[src/hw/rtl/cbt_pkg.sv]
// shared constants, types and state codes of the cubic b-spline tessellator
package cbt_pkg;

   // field widths and limits
   localparam int COORD_W   = 16;
   localparam int LOD_W     = 7;
   localparam int LOD_RESET = 20;
   localparam int MAX_LOD   = 64;
   localparam int IDX_W     = 6;
   localparam int N_W       = $clog2(MAX_LOD + 1);
   localparam int J_W       = $clog2(MAX_LOD);

   // fixed point layout of t and the weights
   localparam int FRAC_W   = 16;
   localparam int ONE_Q16  = 2 ** FRAC_W;
   localparam int Q_W      = FRAC_W + 1;

   // shared multiplier and accumulator
   localparam int MUL_W    = 20;
   localparam int PROD_W   = 2 * MUL_W;
   localparam int W_W      = 18;
   localparam int X_W      = 19;
   localparam int N1_W     = 21;

   // divide by six as a multiply by a rounded-up reciprocal
   localparam int RECIP_SH = 21;
   localparam int RECIP6   = (2 ** RECIP_SH + 5) / 6;

   // blend: four terms for each of three coordinates
   localparam int TERMS       = 4;
   localparam int BLEND_STEPS = 3 * TERMS;

   typedef logic signed [COORD_W-1:0] coord_type;

   typedef struct packed {
      coord_type x;
      coord_type y;
      coord_type z;
   } point_type;

   typedef enum logic [3:0] {
      S_IDLE,
      S_DIV,
      S_SQ,
      S_SQ_W,
      S_CUBE,
      S_CUBE_W,
      S_NUM,
      S_W1,
      S_W2,
      S_W4,
      S_W4_W,
      S_BLEND,
      S_PUSH
   } eng_state_type;

   // divider status towards the sequencer
   typedef struct packed {
      logic             busy;
      logic [Q_W-1:0]   quo;
      logic [N_W-1:0]   rem;
   } div_res_type;

   // curve point offered by the engine
   typedef struct packed {
      logic             valid;
      logic             last;
      logic [IDX_W-1:0] idx;
      coord_type        x;
      coord_type        y;
      coord_type        z;
   } eng_res_type;

endpackage

[src/hw/rtl/cbt_req_if.sv]
// control point channel: valid, ready and one control point beat
interface cbt_req_if;
   import cbt_pkg::*;

   logic      valid;
   logic      ready;
   logic      first_of_curve;
   coord_type point_x;
   coord_type point_y;
   coord_type point_z;

   modport source (
      output valid, first_of_curve, point_x, point_y, point_z,
      input  ready
   );

   modport sink (
      input  valid, first_of_curve, point_x, point_y, point_z,
      output ready
   );

endinterface

[src/hw/rtl/cbt_rsp_if.sv]
// curve point channel: valid, ready and one curve point beat
interface cbt_rsp_if;
   import cbt_pkg::*;

   logic             valid;
   logic             ready;
   coord_type        curve_x;
   coord_type        curve_y;
   coord_type        curve_z;
   logic [IDX_W-1:0] sample_index;
   logic             segment_end;

   modport source (
      output valid, curve_x, curve_y, curve_z, sample_index, segment_end,
      input  ready
   );

   modport sink (
      input  valid, curve_x, curve_y, curve_z, sample_index, segment_end,
      output ready
   );

endinterface

[src/hw/rtl/cbt_mul.sv]
// shared signed multiplier with a registered product
module cbt_mul (
   input  logic                              clock,
   input  logic signed [cbt_pkg::MUL_W-1:0]  mul_a,
   input  logic signed [cbt_pkg::MUL_W-1:0]  mul_b,
   output logic signed [cbt_pkg::PROD_W-1:0] prod
);
   import cbt_pkg::*;

   logic signed [PROD_W-1:0] prod_ff;
   logic signed [PROD_W-1:0] prod_in;

   // one product per cycle, available the cycle after issue
   assign prod_in = PROD_W'(mul_a) * PROD_W'(mul_b);

   always_ff @(posedge clock) begin
      prod_ff <= prod_in;
   end

   assign prod = prod_ff;

endmodule

[src/hw/rtl/cbt_div.sv]
// restoring divider: 2^16 divided by the segment point count, one bit a cycle
module cbt_div (
   input  logic                      clock,
   input  logic                      reset,
   input  logic                      start,
   input  logic [cbt_pkg::N_W-1:0]   divisor,
   output cbt_pkg::div_res_type      res
);
   import cbt_pkg::*;

   localparam int CNT_W = $clog2(Q_W);

   logic             busy_ff;
   logic [CNT_W-1:0] cnt_ff;
   logic [N_W-1:0]   d_ff;
   logic [N_W-1:0]   rem_ff;
   logic [N_W-1:0]   rem_in;
   logic [Q_W-1:0]   quo_ff;
   logic [Q_W-1:0]   quo_in;
   logic             bit_in;
   logic [N_W:0]     shifted;
   logic             ge;

   // dividend is a single one in its top bit
   assign bit_in  = (cnt_ff == '0);
   assign shifted = {rem_ff, bit_in};
   assign ge      = (shifted >= {1'b0, d_ff});
   assign rem_in  = ge ? N_W'(shifted - {1'b0, d_ff}) : N_W'(shifted);
   assign quo_in  = {quo_ff[Q_W-2:0], ge};

   // step control
   always_ff @(posedge clock) begin
      if (reset) begin
         busy_ff <= 1'b0;
         cnt_ff  <= '0;
      end else if (start) begin
         busy_ff <= 1'b1;
         cnt_ff  <= '0;
      end else if (busy_ff) begin
         cnt_ff <= cnt_ff + CNT_W'(1);
         if (cnt_ff == CNT_W'(Q_W - 1)) begin
            busy_ff <= 1'b0;
         end
      end
   end

   // quotient and remainder
   always_ff @(posedge clock) begin
      if (start) begin
         d_ff   <= divisor;
         rem_ff <= '0;
         quo_ff <= '0;
      end else if (busy_ff) begin
         rem_ff <= rem_in;
         quo_ff <= quo_in;
      end
   end

   assign res.busy = busy_ff;
   assign res.quo  = quo_ff;
   assign res.rem  = rem_ff;

endmodule

[src/hw/rtl/cbt_eng.sv]
// segment engine: sequencer, weight and blend datapath around the shared multiplier
module cbt_eng (
   input  logic                                 clock,
   input  logic                                 reset,
   input  logic                                 start,
   input  logic [cbt_pkg::N_W-1:0]              lod_n,
   input  cbt_pkg::point_type [cbt_pkg::TERMS-1:0] pts,
   input  logic                                 take,
   output cbt_pkg::eng_res_type                 res,
   output logic                                 idle
);
   import cbt_pkg::*;

   localparam int STEP_W = $clog2(BLEND_STEPS + 1);
   localparam logic signed [PROD_W-1:0] HALF_P  = PROD_W'(2 ** (FRAC_W - 1));
   localparam logic signed [PROD_W-1:0] C_MAX   = PROD_W'(2 ** (COORD_W - 1) - 1);
   localparam logic signed [PROD_W-1:0] C_MIN   = ~C_MAX;
   localparam logic signed [N1_W-1:0]   ONE_N   = N1_W'(ONE_Q16);
   localparam logic signed [N1_W-1:0]   FOUR_N  = N1_W'(4 * ONE_Q16);
   localparam logic signed [W_W-1:0]    ONE_W   = W_W'(ONE_Q16);
   localparam logic signed [MUL_W-1:0]  RECIP_M = MUL_W'(RECIP6);
   localparam logic [X_W-1:0]           BIAS6   = X_W'(3);

   eng_state_type state_ff, state_in;

   logic [N_W-1:0]           n_ff;
   logic [J_W-1:0]           j_ff;
   logic [FRAC_W-1:0]        t_ff;
   logic [N_W-1:0]           r_ff;
   logic [FRAC_W-1:0]        t2_ff;
   logic [FRAC_W-1:0]        t3_ff;
   logic [X_W-1:0]           x1_ff, x2_ff, x4_ff;
   logic signed [W_W-1:0]    b_ff [TERMS];
   logic [STEP_W-1:0]        step_ff;
   logic signed [PROD_W-1:0] acc_ff;
   coord_type                res_ff [3];

   logic signed [MUL_W-1:0]  mul_a, mul_b;
   logic signed [PROD_W-1:0] prod;
   logic                     div_start;
   div_res_type              div_res;
   logic                     res_valid;

   logic signed [PROD_W-1:0] rnd_sum;
   logic [FRAC_W-1:0]        t_rnd;
   logic signed [W_W-1:0]    w_q;
   logic signed [W_W-1:0]    b3;
   logic signed [N1_W-1:0]   t_e, t2_e, t3_e, n1, n2;
   logic [X_W-1:0]           x1_in, x2_in, x4_in;
   logic [STEP_W-1:0]        prev;
   logic [1:0]               prev_term;
   logic [1:0]               prev_k;
   logic signed [PROD_W-1:0] acc_base, sum, shv;
   coord_type                sat;
   logic [N_W:0]             r_sum;
   logic                     carry;
   logic [N_W-1:0]           r_next;
   logic [FRAC_W-1:0]        t_next;
   logic                     last;

   function automatic coord_type pick(point_type p, logic [1:0] k);
      coord_type c;
      case (k)
         2'd0:    c = p.x;
         2'd1:    c = p.y;
         default: c = p.z;
      endcase
      return c;
   endfunction

   cbt_mul u_mul (
      .clock (clock),
      .mul_a (mul_a),
      .mul_b (mul_b),
      .prod  (prod)
   );

   cbt_div u_div (
      .clock   (clock),
      .reset   (reset),
      .start   (div_start),
      .divisor (lod_n),
      .res     (div_res)
   );

   // rounded q0.16 from a product of two q0.16 values
   assign rnd_sum = prod + HALF_P;
   assign t_rnd   = rnd_sum[FRAC_W +: FRAC_W];

   // weight out of the reciprocal multiply
   assign w_q = signed'(prod[RECIP_SH +: W_W]);
   assign b3  = ONE_W - b_ff[0] - b_ff[1] - w_q;

   // basis numerators
   assign t_e  = signed'(N1_W'(t_ff));
   assign t2_e = signed'(N1_W'(t2_ff));
   assign t3_e = signed'(N1_W'(t3_ff));
   assign n1   = ONE_N - ((t_e <<< 1) + t_e) + ((t2_e <<< 1) + t2_e) - t3_e;
   assign n2   = FOUR_N - ((t2_e <<< 2) + (t2_e <<< 1)) + ((t3_e <<< 1) + t3_e);
   assign x1_in = n1[N1_W-1] ? BIAS6 : X_W'(n1) + BIAS6;
   assign x2_in = n2[N1_W-1] ? BIAS6 : X_W'(n2) + BIAS6;
   assign x4_in = X_W'(t3_ff) + BIAS6;

   // blend accumulate, product of the previous step
   assign prev      = step_ff - STEP_W'(1);
   assign prev_term = prev[1:0];
   assign prev_k    = prev[3:2];
   assign acc_base  = (prev_term == 2'd0) ? HALF_P : acc_ff;
   assign sum       = acc_base + prod;
   assign shv       = sum >>> FRAC_W;
   assign sat       = (shv > C_MAX) ? COORD_W'(C_MAX) :
                      (shv < C_MIN) ? COORD_W'(C_MIN) : COORD_W'(shv);

   // next t by quotient and remainder steps
   assign r_sum  = {1'b0, r_ff} + {1'b0, div_res.rem};
   assign carry  = (r_sum >= {1'b0, n_ff});
   assign r_next = carry ? N_W'(r_sum - {1'b0, n_ff}) : N_W'(r_sum);
   assign t_next = t_ff + div_res.quo[FRAC_W-1:0] + FRAC_W'(carry);

   assign last = (N_W'(j_ff) == n_ff - N_W'(1));

   // next state
   always_comb begin
      state_in = state_ff;
      case (state_ff)
         S_IDLE:   if (start) state_in = S_DIV;
         S_DIV:    if (!div_res.busy) state_in = S_SQ;
         S_SQ:     state_in = S_SQ_W;
         S_SQ_W:   state_in = S_CUBE;
         S_CUBE:   state_in = S_CUBE_W;
         S_CUBE_W: state_in = S_NUM;
         S_NUM:    state_in = S_W1;
         S_W1:     state_in = S_W2;
         S_W2:     state_in = S_W4;
         S_W4:     state_in = S_W4_W;
         S_W4_W:   state_in = S_BLEND;
         S_BLEND:  if (step_ff == STEP_W'(BLEND_STEPS)) state_in = S_PUSH;
         S_PUSH: begin
            if (take) begin
               state_in = last ? S_IDLE : S_SQ;
            end
         end
         default:  state_in = S_IDLE;
      endcase
   end

   // multiplier operands and strobes
   always_comb begin
      mul_a     = '0;
      mul_b     = '0;
      div_start = 1'b0;
      res_valid = 1'b0;
      case (state_ff)
         S_IDLE: div_start = start;
         S_SQ: begin
            mul_a = signed'(MUL_W'(t_ff));
            mul_b = signed'(MUL_W'(t_ff));
         end
         S_CUBE: begin
            mul_a = signed'(MUL_W'(t2_ff));
            mul_b = signed'(MUL_W'(t_ff));
         end
         S_W1: begin
            mul_a = signed'(MUL_W'(x1_ff));
            mul_b = RECIP_M;
         end
         S_W2: begin
            mul_a = signed'(MUL_W'(x2_ff));
            mul_b = RECIP_M;
         end
         S_W4: begin
            mul_a = signed'(MUL_W'(x4_ff));
            mul_b = RECIP_M;
         end
         S_BLEND: begin
            if (step_ff < STEP_W'(BLEND_STEPS)) begin
               mul_a = MUL_W'(b_ff[step_ff[1:0]]);
               mul_b = MUL_W'(pick(pts[step_ff[1:0]], step_ff[3:2]));
            end
         end
         S_PUSH: res_valid = 1'b1;
         default: begin
            mul_a = '0;
         end
      endcase
   end

   always_ff @(posedge clock) begin
      if (reset) begin
         state_ff <= S_IDLE;
      end else begin
         state_ff <= state_in;
      end
   end

   // datapath registers
   always_ff @(posedge clock) begin
      case (state_ff)
         S_IDLE: begin
            if (start) begin
               n_ff <= lod_n;
               j_ff <= '0;
               t_ff <= '0;
               r_ff <= '0;
            end
         end
         S_SQ_W:   t2_ff <= t_rnd;
         S_CUBE_W: t3_ff <= t_rnd;
         S_NUM: begin
            x1_ff <= x1_in;
            x2_ff <= x2_in;
            x4_ff <= x4_in;
         end
         S_W2: b_ff[0] <= w_q;
         S_W4: b_ff[1] <= w_q;
         S_W4_W: begin
            b_ff[3] <= w_q;
            b_ff[2] <= b3;
            step_ff <= '0;
         end
         S_BLEND: begin
            step_ff <= step_ff + STEP_W'(1);
            if (step_ff != '0) begin
               acc_ff <= sum;
               if (prev_term == 2'd3) begin
                  res_ff[prev_k] <= sat;
               end
            end
         end
         S_PUSH: begin
            if (take && !last) begin
               j_ff <= j_ff + J_W'(1);
               t_ff <= t_next;
               r_ff <= r_next;
            end
         end
         default: begin
            acc_ff <= acc_ff;
         end
      endcase
   end

   assign res.valid = res_valid;
   assign res.last  = last;
   assign res.idx   = IDX_W'(j_ff);
   assign res.x     = res_ff[0];
   assign res.y     = res_ff[1];
   assign res.z     = res_ff[2];
   assign idle      = (state_ff == S_IDLE);

endmodule

[src/hw/rtl/cubic_bspline_tessellator.sv]
// uniform cubic b-spline tessellator: control point window, handshakes, lod register
//
// Control points come in on req_ch, one beat each; curve points leave on rsp_ch.
// A beat with first_of_curve set starts a new curve and empties the window.
// The first three points of a curve are stored in the window and give no output.
// Every later point closes a segment and gives lod curve points, with
// sample_index counting 0 to lod-1 and segment_end on the last one.
// csr_wr_en writes lod (0 acts as 1, above 64 acts as 64); write it only while idle.
// A segment first runs the bit-serial divider for the t step, then per curve point
// the one shared multiplier computes t squared, t cubed, three weights and twelve
// blend terms in turn, plus sequencing.
// req_ch.ready is low for the whole segment. Results sit in an output register;
// the next curve point is computed meanwhile, and if rsp_ch.ready stays low the
// engine holds at the finished point until the register frees.
// Reset clears the window count and the output valid and sets lod to 20.
module cubic_bspline_tessellator (
   input  logic                        clock,
   input  logic                        reset,
   input  logic                        csr_wr_en,
   input  logic [cbt_pkg::LOD_W-1:0]   csr_wr_data,
   cbt_req_if.sink                     req_ch,
   cbt_rsp_if.source                   rsp_ch
);
   import cbt_pkg::*;

   localparam logic [1:0] HELD_FULL = 2'd3;

   logic [LOD_W-1:0]  lod_ff;
   logic [N_W-1:0]    lod_n;
   logic [1:0]        held_ff;
   logic [1:0]        held_eff;
   point_type         win_ff [3];
   point_type         p_ff;
   point_type         p_new;
   logic              accept;
   logic              start;
   logic              eng_idle;
   eng_res_type       eng_res;
   logic              out_free;
   logic              shift_win;

   logic              rsp_valid_ff;
   coord_type         rsp_x_ff, rsp_y_ff, rsp_z_ff;
   logic [IDX_W-1:0]  rsp_idx_ff;
   logic              rsp_end_ff;

   // lod register
   always_ff @(posedge clock) begin
      if (reset) begin
         lod_ff <= LOD_W'(LOD_RESET);
      end else if (csr_wr_en) begin
         lod_ff <= csr_wr_data;
      end
   end

   // points per segment, clamped
   always_comb begin
      if (lod_ff == '0) begin
         lod_n = N_W'(1);
      end else if (int'(lod_ff) > MAX_LOD) begin
         lod_n = N_W'(MAX_LOD);
      end else begin
         lod_n = N_W'(lod_ff);
      end
   end

   // input beat
   assign req_ch.ready = eng_idle;
   assign accept       = req_ch.valid && req_ch.ready;
   assign held_eff     = req_ch.first_of_curve ? 2'd0 : held_ff;
   assign start        = accept && (held_eff == HELD_FULL);
   assign p_new.x      = req_ch.point_x;
   assign p_new.y      = req_ch.point_y;
   assign p_new.z      = req_ch.point_z;

   // window fill count
   always_ff @(posedge clock) begin
      if (reset) begin
         held_ff <= '0;
      end else if (accept) begin
         held_ff <= (held_eff == HELD_FULL) ? HELD_FULL : held_eff + 2'd1;
      end
   end

   // window storage: append while filling, slide after a finished segment
   always_ff @(posedge clock) begin
      if (accept && !start) begin
         for (int e = 0; e < 3; e++) begin
            if (held_eff == 2'(e)) begin
               win_ff[e] <= p_new;
            end
         end
      end else if (shift_win) begin
         win_ff[0] <= win_ff[1];
         win_ff[1] <= win_ff[2];
         win_ff[2] <= p_ff;
      end
      if (start) begin
         p_ff <= p_new;
      end
   end

   cbt_eng u_eng (
      .clock (clock),
      .reset (reset),
      .start (start),
      .lod_n (lod_n),
      .pts   ({p_ff, win_ff[2], win_ff[1], win_ff[0]}),
      .take  (out_free),
      .res   (eng_res),
      .idle  (eng_idle)
   );

   // output register
   assign out_free  = !rsp_valid_ff || rsp_ch.ready;
   assign shift_win = eng_res.valid && out_free && eng_res.last;

   always_ff @(posedge clock) begin
      if (reset) begin
         rsp_valid_ff <= 1'b0;
      end else if (eng_res.valid && out_free) begin
         rsp_valid_ff <= 1'b1;
      end else if (rsp_ch.ready) begin
         rsp_valid_ff <= 1'b0;
      end
   end

   always_ff @(posedge clock) begin
      if (eng_res.valid && out_free) begin
         rsp_x_ff   <= eng_res.x;
         rsp_y_ff   <= eng_res.y;
         rsp_z_ff   <= eng_res.z;
         rsp_idx_ff <= eng_res.idx;
         rsp_end_ff <= eng_res.last;
      end
   end

   assign rsp_ch.valid        = rsp_valid_ff;
   assign rsp_ch.curve_x      = rsp_x_ff;
   assign rsp_ch.curve_y      = rsp_y_ff;
   assign rsp_ch.curve_z      = rsp_z_ff;
   assign rsp_ch.sample_index = rsp_idx_ff;
   assign rsp_ch.segment_end  = rsp_end_ff;

endmodule

[src/flat_wrapper.sv]
// flat-port wrapper written by rule: the top's interface ports become plain ports
module cubic_bspline_tessellator_flat import cbt_pkg::*;
  (clock, reset, csr_wr_en, csr_wr_data, req_ch_valid, req_ch_first_of_curve, req_ch_point_x, req_ch_point_y, req_ch_point_z, req_ch_ready, rsp_ch_valid, rsp_ch_curve_x, rsp_ch_curve_y, rsp_ch_curve_z, rsp_ch_sample_index, rsp_ch_segment_end, rsp_ch_ready);
  cbt_req_if req_ch_i ();
  cbt_rsp_if rsp_ch_i ();
  input  logic clock;
  input  logic reset;
  input  logic csr_wr_en;
  input  logic [cbt_pkg::LOD_W-1:0] csr_wr_data;
  input wire logic [$bits(req_ch_i.valid)-1:0] req_ch_valid;
  input wire logic [$bits(req_ch_i.first_of_curve)-1:0] req_ch_first_of_curve;
  input wire logic [$bits(req_ch_i.point_x)-1:0] req_ch_point_x;
  input wire logic [$bits(req_ch_i.point_y)-1:0] req_ch_point_y;
  input wire logic [$bits(req_ch_i.point_z)-1:0] req_ch_point_z;
  output wire logic [$bits(req_ch_i.ready)-1:0] req_ch_ready;
  output wire logic [$bits(rsp_ch_i.valid)-1:0] rsp_ch_valid;
  output wire logic [$bits(rsp_ch_i.curve_x)-1:0] rsp_ch_curve_x;
  output wire logic [$bits(rsp_ch_i.curve_y)-1:0] rsp_ch_curve_y;
  output wire logic [$bits(rsp_ch_i.curve_z)-1:0] rsp_ch_curve_z;
  output wire logic [$bits(rsp_ch_i.sample_index)-1:0] rsp_ch_sample_index;
  output wire logic [$bits(rsp_ch_i.segment_end)-1:0] rsp_ch_segment_end;
  input wire logic [$bits(rsp_ch_i.ready)-1:0] rsp_ch_ready;
  assign req_ch_i.valid = req_ch_valid;
  assign req_ch_i.first_of_curve = req_ch_first_of_curve;
  assign req_ch_i.point_x = req_ch_point_x;
  assign req_ch_i.point_y = req_ch_point_y;
  assign req_ch_i.point_z = req_ch_point_z;
  assign req_ch_ready = req_ch_i.ready;
  assign rsp_ch_valid = rsp_ch_i.valid;
  assign rsp_ch_curve_x = rsp_ch_i.curve_x;
  assign rsp_ch_curve_y = rsp_ch_i.curve_y;
  assign rsp_ch_curve_z = rsp_ch_i.curve_z;
  assign rsp_ch_sample_index = rsp_ch_i.sample_index;
  assign rsp_ch_segment_end = rsp_ch_i.segment_end;
  assign rsp_ch_i.ready = rsp_ch_ready;
  cubic_bspline_tessellator u_core (.clock(clock), .reset(reset), .csr_wr_en(csr_wr_en), .csr_wr_data(csr_wr_data), .req_ch(req_ch_i), .rsp_ch(rsp_ch_i));
endmodule
[config.mk]
export PLATFORM = sky130hd
export DESIGN_NAME = cubic_bspline_tessellator_flat
export DESIGN_NICKNAME = d
export VERILOG_FILES = /design/src/hw/rtl/cbt_pkg.sv /design/src/hw/rtl/cbt_req_if.sv /design/src/hw/rtl/cbt_rsp_if.sv /design/src/hw/rtl/cbt_mul.sv /design/src/hw/rtl/cbt_div.sv /design/src/hw/rtl/cbt_eng.sv /design/src/hw/rtl/cubic_bspline_tessellator.sv /design/src/flat_wrapper.sv
export SDC_FILE = /design/constraint.sdc
export NUM_CORES = 2
export LEC_CHECK = 0
export BUFFER_PORTS_ARGS = -buffer_cell sky130_fd_sc_hd__buf_2
export CORE_ASPECT_RATIO = 1.25
export CORE_MARGIN = 4
export CORE_UTILIZATION = 65
export DETAILED_ROUTE_END_ITERATION = 8
export GPL_TIMING_DRIVEN = 0
export PLACE_DENSITY = 0.79
export SLEW_MARGIN = 10
export SYNTH_ARGS = -nofsm -noshare
export SYNTH_HDL_FRONTEND = slang
export SYNTH_SLANG_ARGS = --single-unit
[constraint.sdc]
create_clock -name clock -period 12.3 [get_ports clock]
set_input_delay 1.845 -clock clock [delete_from_list [all_inputs] [get_ports clock]]
set_output_delay 1.845 -clock clock [all_outputs]
set_load 0.02 [all_outputs]
==> results.md <==
* Status: finished, final reports clean
* Total number of vias at 37,400
* Worst setup SP type: flip-flop
* Largest net degree at the start of global routing at 49
* Final setup fails at 0
* # Post-CTS Setup Buffers at 0
* Clock Tree Root: clkbuf_16
* Count leader, synth: inv_1
* Register area at 17,700 µm²
* Initial antenna violation count at 5
* Hpwl dp at 107 mm
* Synth warn at 0
* # rows at approximately 110
* Fraction of synthesis flops using an asynchronous set or reset pin at 0%
* Met2 Usage GRT at 55.1%
* Max Slew Vio Count at 0
* Synth Register Bits at a little over 600
* Most common flop cell mapped by yosys: edfxtp_1
* Placer Congestion at 1.03
* P&R area growth vs syn at 8.62%
* Share of the synthesized area in the top cell type at about a third
* Synth Instances at 4,953
* Pwr/cell area at roughly 87 nW/µm²
* Fin Setup TNS at 0 ps
* Remaining antenna violation count at 0
* Filler cell count at ~5,700
* Final Cell Area at around 55,000 µm²
* Worst slew margin at 4.54%
* Gr busiest metal: met2
* Final Hold Viols at 0
* Period utilization at 95.1%
* Footprint of the multi-input gates at ~29,000 µm²
* Clock Pin Slew Worst Setup and Hold Paths at 70 ps
* Synth cell types at 80
* Chip width at ~260 µm
* Pleak at 23.8 nW
* CP Class: flip-flop to flip-flop
* Number of buffers created by CTS at 61
* Synth area leader: edfxtp_1
* WL final at 137 mm
* Number of global-route vias before repair at around 38,000
* Worst-path maximum fanout at 10
* Max cap viols at 0
* Initial Utilization at approximately two thirds
* Cts repair resizes at 0
* DR pass1 iterations at 7
* VDD IR-drop max at 150 µV
* Required time worst endpoint at 12,780 ps
* GRT met1 Usage at 41.6%
* Largest cells by area after synthesis: edfxtp_1, fa_1, ha_1, inv_1, nand2_1
* Gr usage total at 33.6%
* Seq/Total Area, Yosys at 35.0%
* Endpoint type of the worst setup path: flip-flop
* Clk_skew at 44.6 ps
* Avg WL per Cell at approximately 22 µm
* Placement-stage cell area at 52,900 µm²
* Crit-path most repeated cell: fa_1
* Worst-margin pin slew at 1430 ps
* Setup ws final at 605 ps
* RSZ-0062 raised after global routing: no
* Initial DRC Count at ~3,600
* CTS sink cnt at 619
* Slowest CP cell: o41ai_1
* Fin crit period at 11,700 ps
* Share of cells above drive strength 1 at 7.48%
* Hold-fix buffers at CTS at 0
* Vias per cell at 5.99
* H-Tree Depth at 2
* Syn_nets at approximately 5,800
* Dpl ws at 740 ps
* CTS max path bufs at 3
* NumNets Final at 6,030
* First-pass GRT wire length at 213 mm
* Clk_lat worst skew at ~700 ps
* Syn Area/Cell at 10.2 µm²
* Arrival time at the worst endpoint at 12,180 ps
* Synth Cell Area at 50,600 µm²
* Worst path max stage delay at between 700 and 800 ps
* Post-synth EDFFs at 534
* IO buf count at around 120
* Die Area at between 80,000 and 90,000 µm²
* DRC Markers at 0
* # IOs at 118
* Core Area at 77,300 µm²
* Grt total ovfl at 0
* CTS tree: done
* Commonest cells post-synth: inv_1, nand2_1, edfxtp_1, fa_1, nor2_1
* Class of the worst hold path: flip-flop to flip-flop
* Fmax at around 86 MHz
* Die Height at 320 µm
* GR Util met3 at 6.01%
-- where the power goes --
| group | total (mW) | switching, mW | leakage (nW) | internal, mW |
|---|---|---|---|---|
| logic | 0.501 | 0.282 | 17.8 | 0.219 |
| clock network | 1.95 | 0.876 | 1.03 | 1.07 |
| registers | 2.35 | 0.0419 | 5.03 | 2.31 |
| total | 4.80 | 1.20 | 23.8 | 3.60 |
-- cell usage in the layout, fill, tap and decap left out, types with 24 or more instances in the layout --
cell type,Yosys,layout
fa_1,463,463
and3_1,34,34
ha_1,358,358
nor3_1,55,51
a22oi_1,38,38
a211oi_1,33,31
mux2i_1,59,59
and2_1,32,32
nand2_1,600,598
a21o_1,77,77
nand3_1,62,62
buf_2,13,129
nor2b_1,77,77
xnor2_1,189,189
mux2_2,33,33
edfxtp_1,534,534
o21bai_1,37,37
o21ai_0,105,103
clkbuf_1,140,150
nand2b_1,39,39
inv_1,765,763
dfxtp_1,85,85
clkbuf_16,0,63
nor2_1,455,449
a21oi_1,200,200
o21a_1,24,24
mux4_2,50,50
o211ai_1,31,31
xor2_1,91,91
-- through the flow --
stage,cells,total power [mW],utilization (%),hold WS (ps)
final,6249,4.80,71.2,411
after global routing,6245,4.97,71.1,426
after CTS,6245,4.81,71.1,419
after detailed placement,6129,2.88,68.4,405
after global placement,6112,2.87,67.9,401
after floorplan,4953,2.77,-,400
-- worst max-delay path: cells and delay by family (launching register included) --
family          cells  cell delay, ps
compound gates      9            2730
xor+xnor            1             390
fa+ha+maj           8            3900
buf+inv            10            2690
flops               1             370
mux                 2             700
simple gates        3             670
-- worst paths after layout --
kind	start	endpoint	slack, ps	depth (start not counted)
max	u_core.u_eng.step_ff[1]	u_core.u_eng.u_mul.prod[36]	600	33
min	u_core.u_eng.res_ff[0][11]	rsp_ch_curve_x[11]	410	0
max reg2reg	u_core.u_eng.step_ff[1]	u_core.u_eng.u_mul.prod[36]	600	33
min reg2reg	u_core.u_eng.res_ff[0][11]	rsp_ch_curve_x[11]	410	0
-- routing by layer --
layer  share of wire, %  wire length [µm]
met3                9.0             12300
met4                8.1             11100
met5                  0                 0
met2                 47             64400
met1                 36             49200
-- cell families (layout without fill, tap and decap cells) --
family	after synthesis	after routing	synth area share, %
multiplexers	142	142	4.12
flip-flops	619	619	35.0
other	0	4	0
AND/OR/NAND/NOR	1462	1462	12.7
buffers and inverters	931	1179	6.97
adder cells (fa/ha/maj)	821	821	27.1
AO/OA/AOI/OAI	698	698	9.19
XOR/XNOR	280	280	4.84
-- state kept, by name, summed over array words and instances, names as in the netlist, 17 cells and up, named ones only --
signal	cells
u_core.u_eng.b_ff	72
u_core.p_ff	48
u_core.u_eng.acc_ff	40
u_core.u_eng.u_mul.prod	40
u_core.u_eng.x2_ff	19
u_core.u_eng.res_ff	48
u_core.u_eng.x4_ff	17
u_core.u_eng.x1_ff	19
u_core.win_ff	144
-- layout make-up --
class	count	area share, %
inverters	766	5.23
well taps	1044	2.37
repair buffers	132	1.56
plain buffers	165	1.19
diodes	4	0.0182
clock inverters	40	0.780
flip-flops and latches	619	32.2
multi-input cells	3403	53.6
clock buffers	76	3.01
Power figures use the tool's default switching activity.
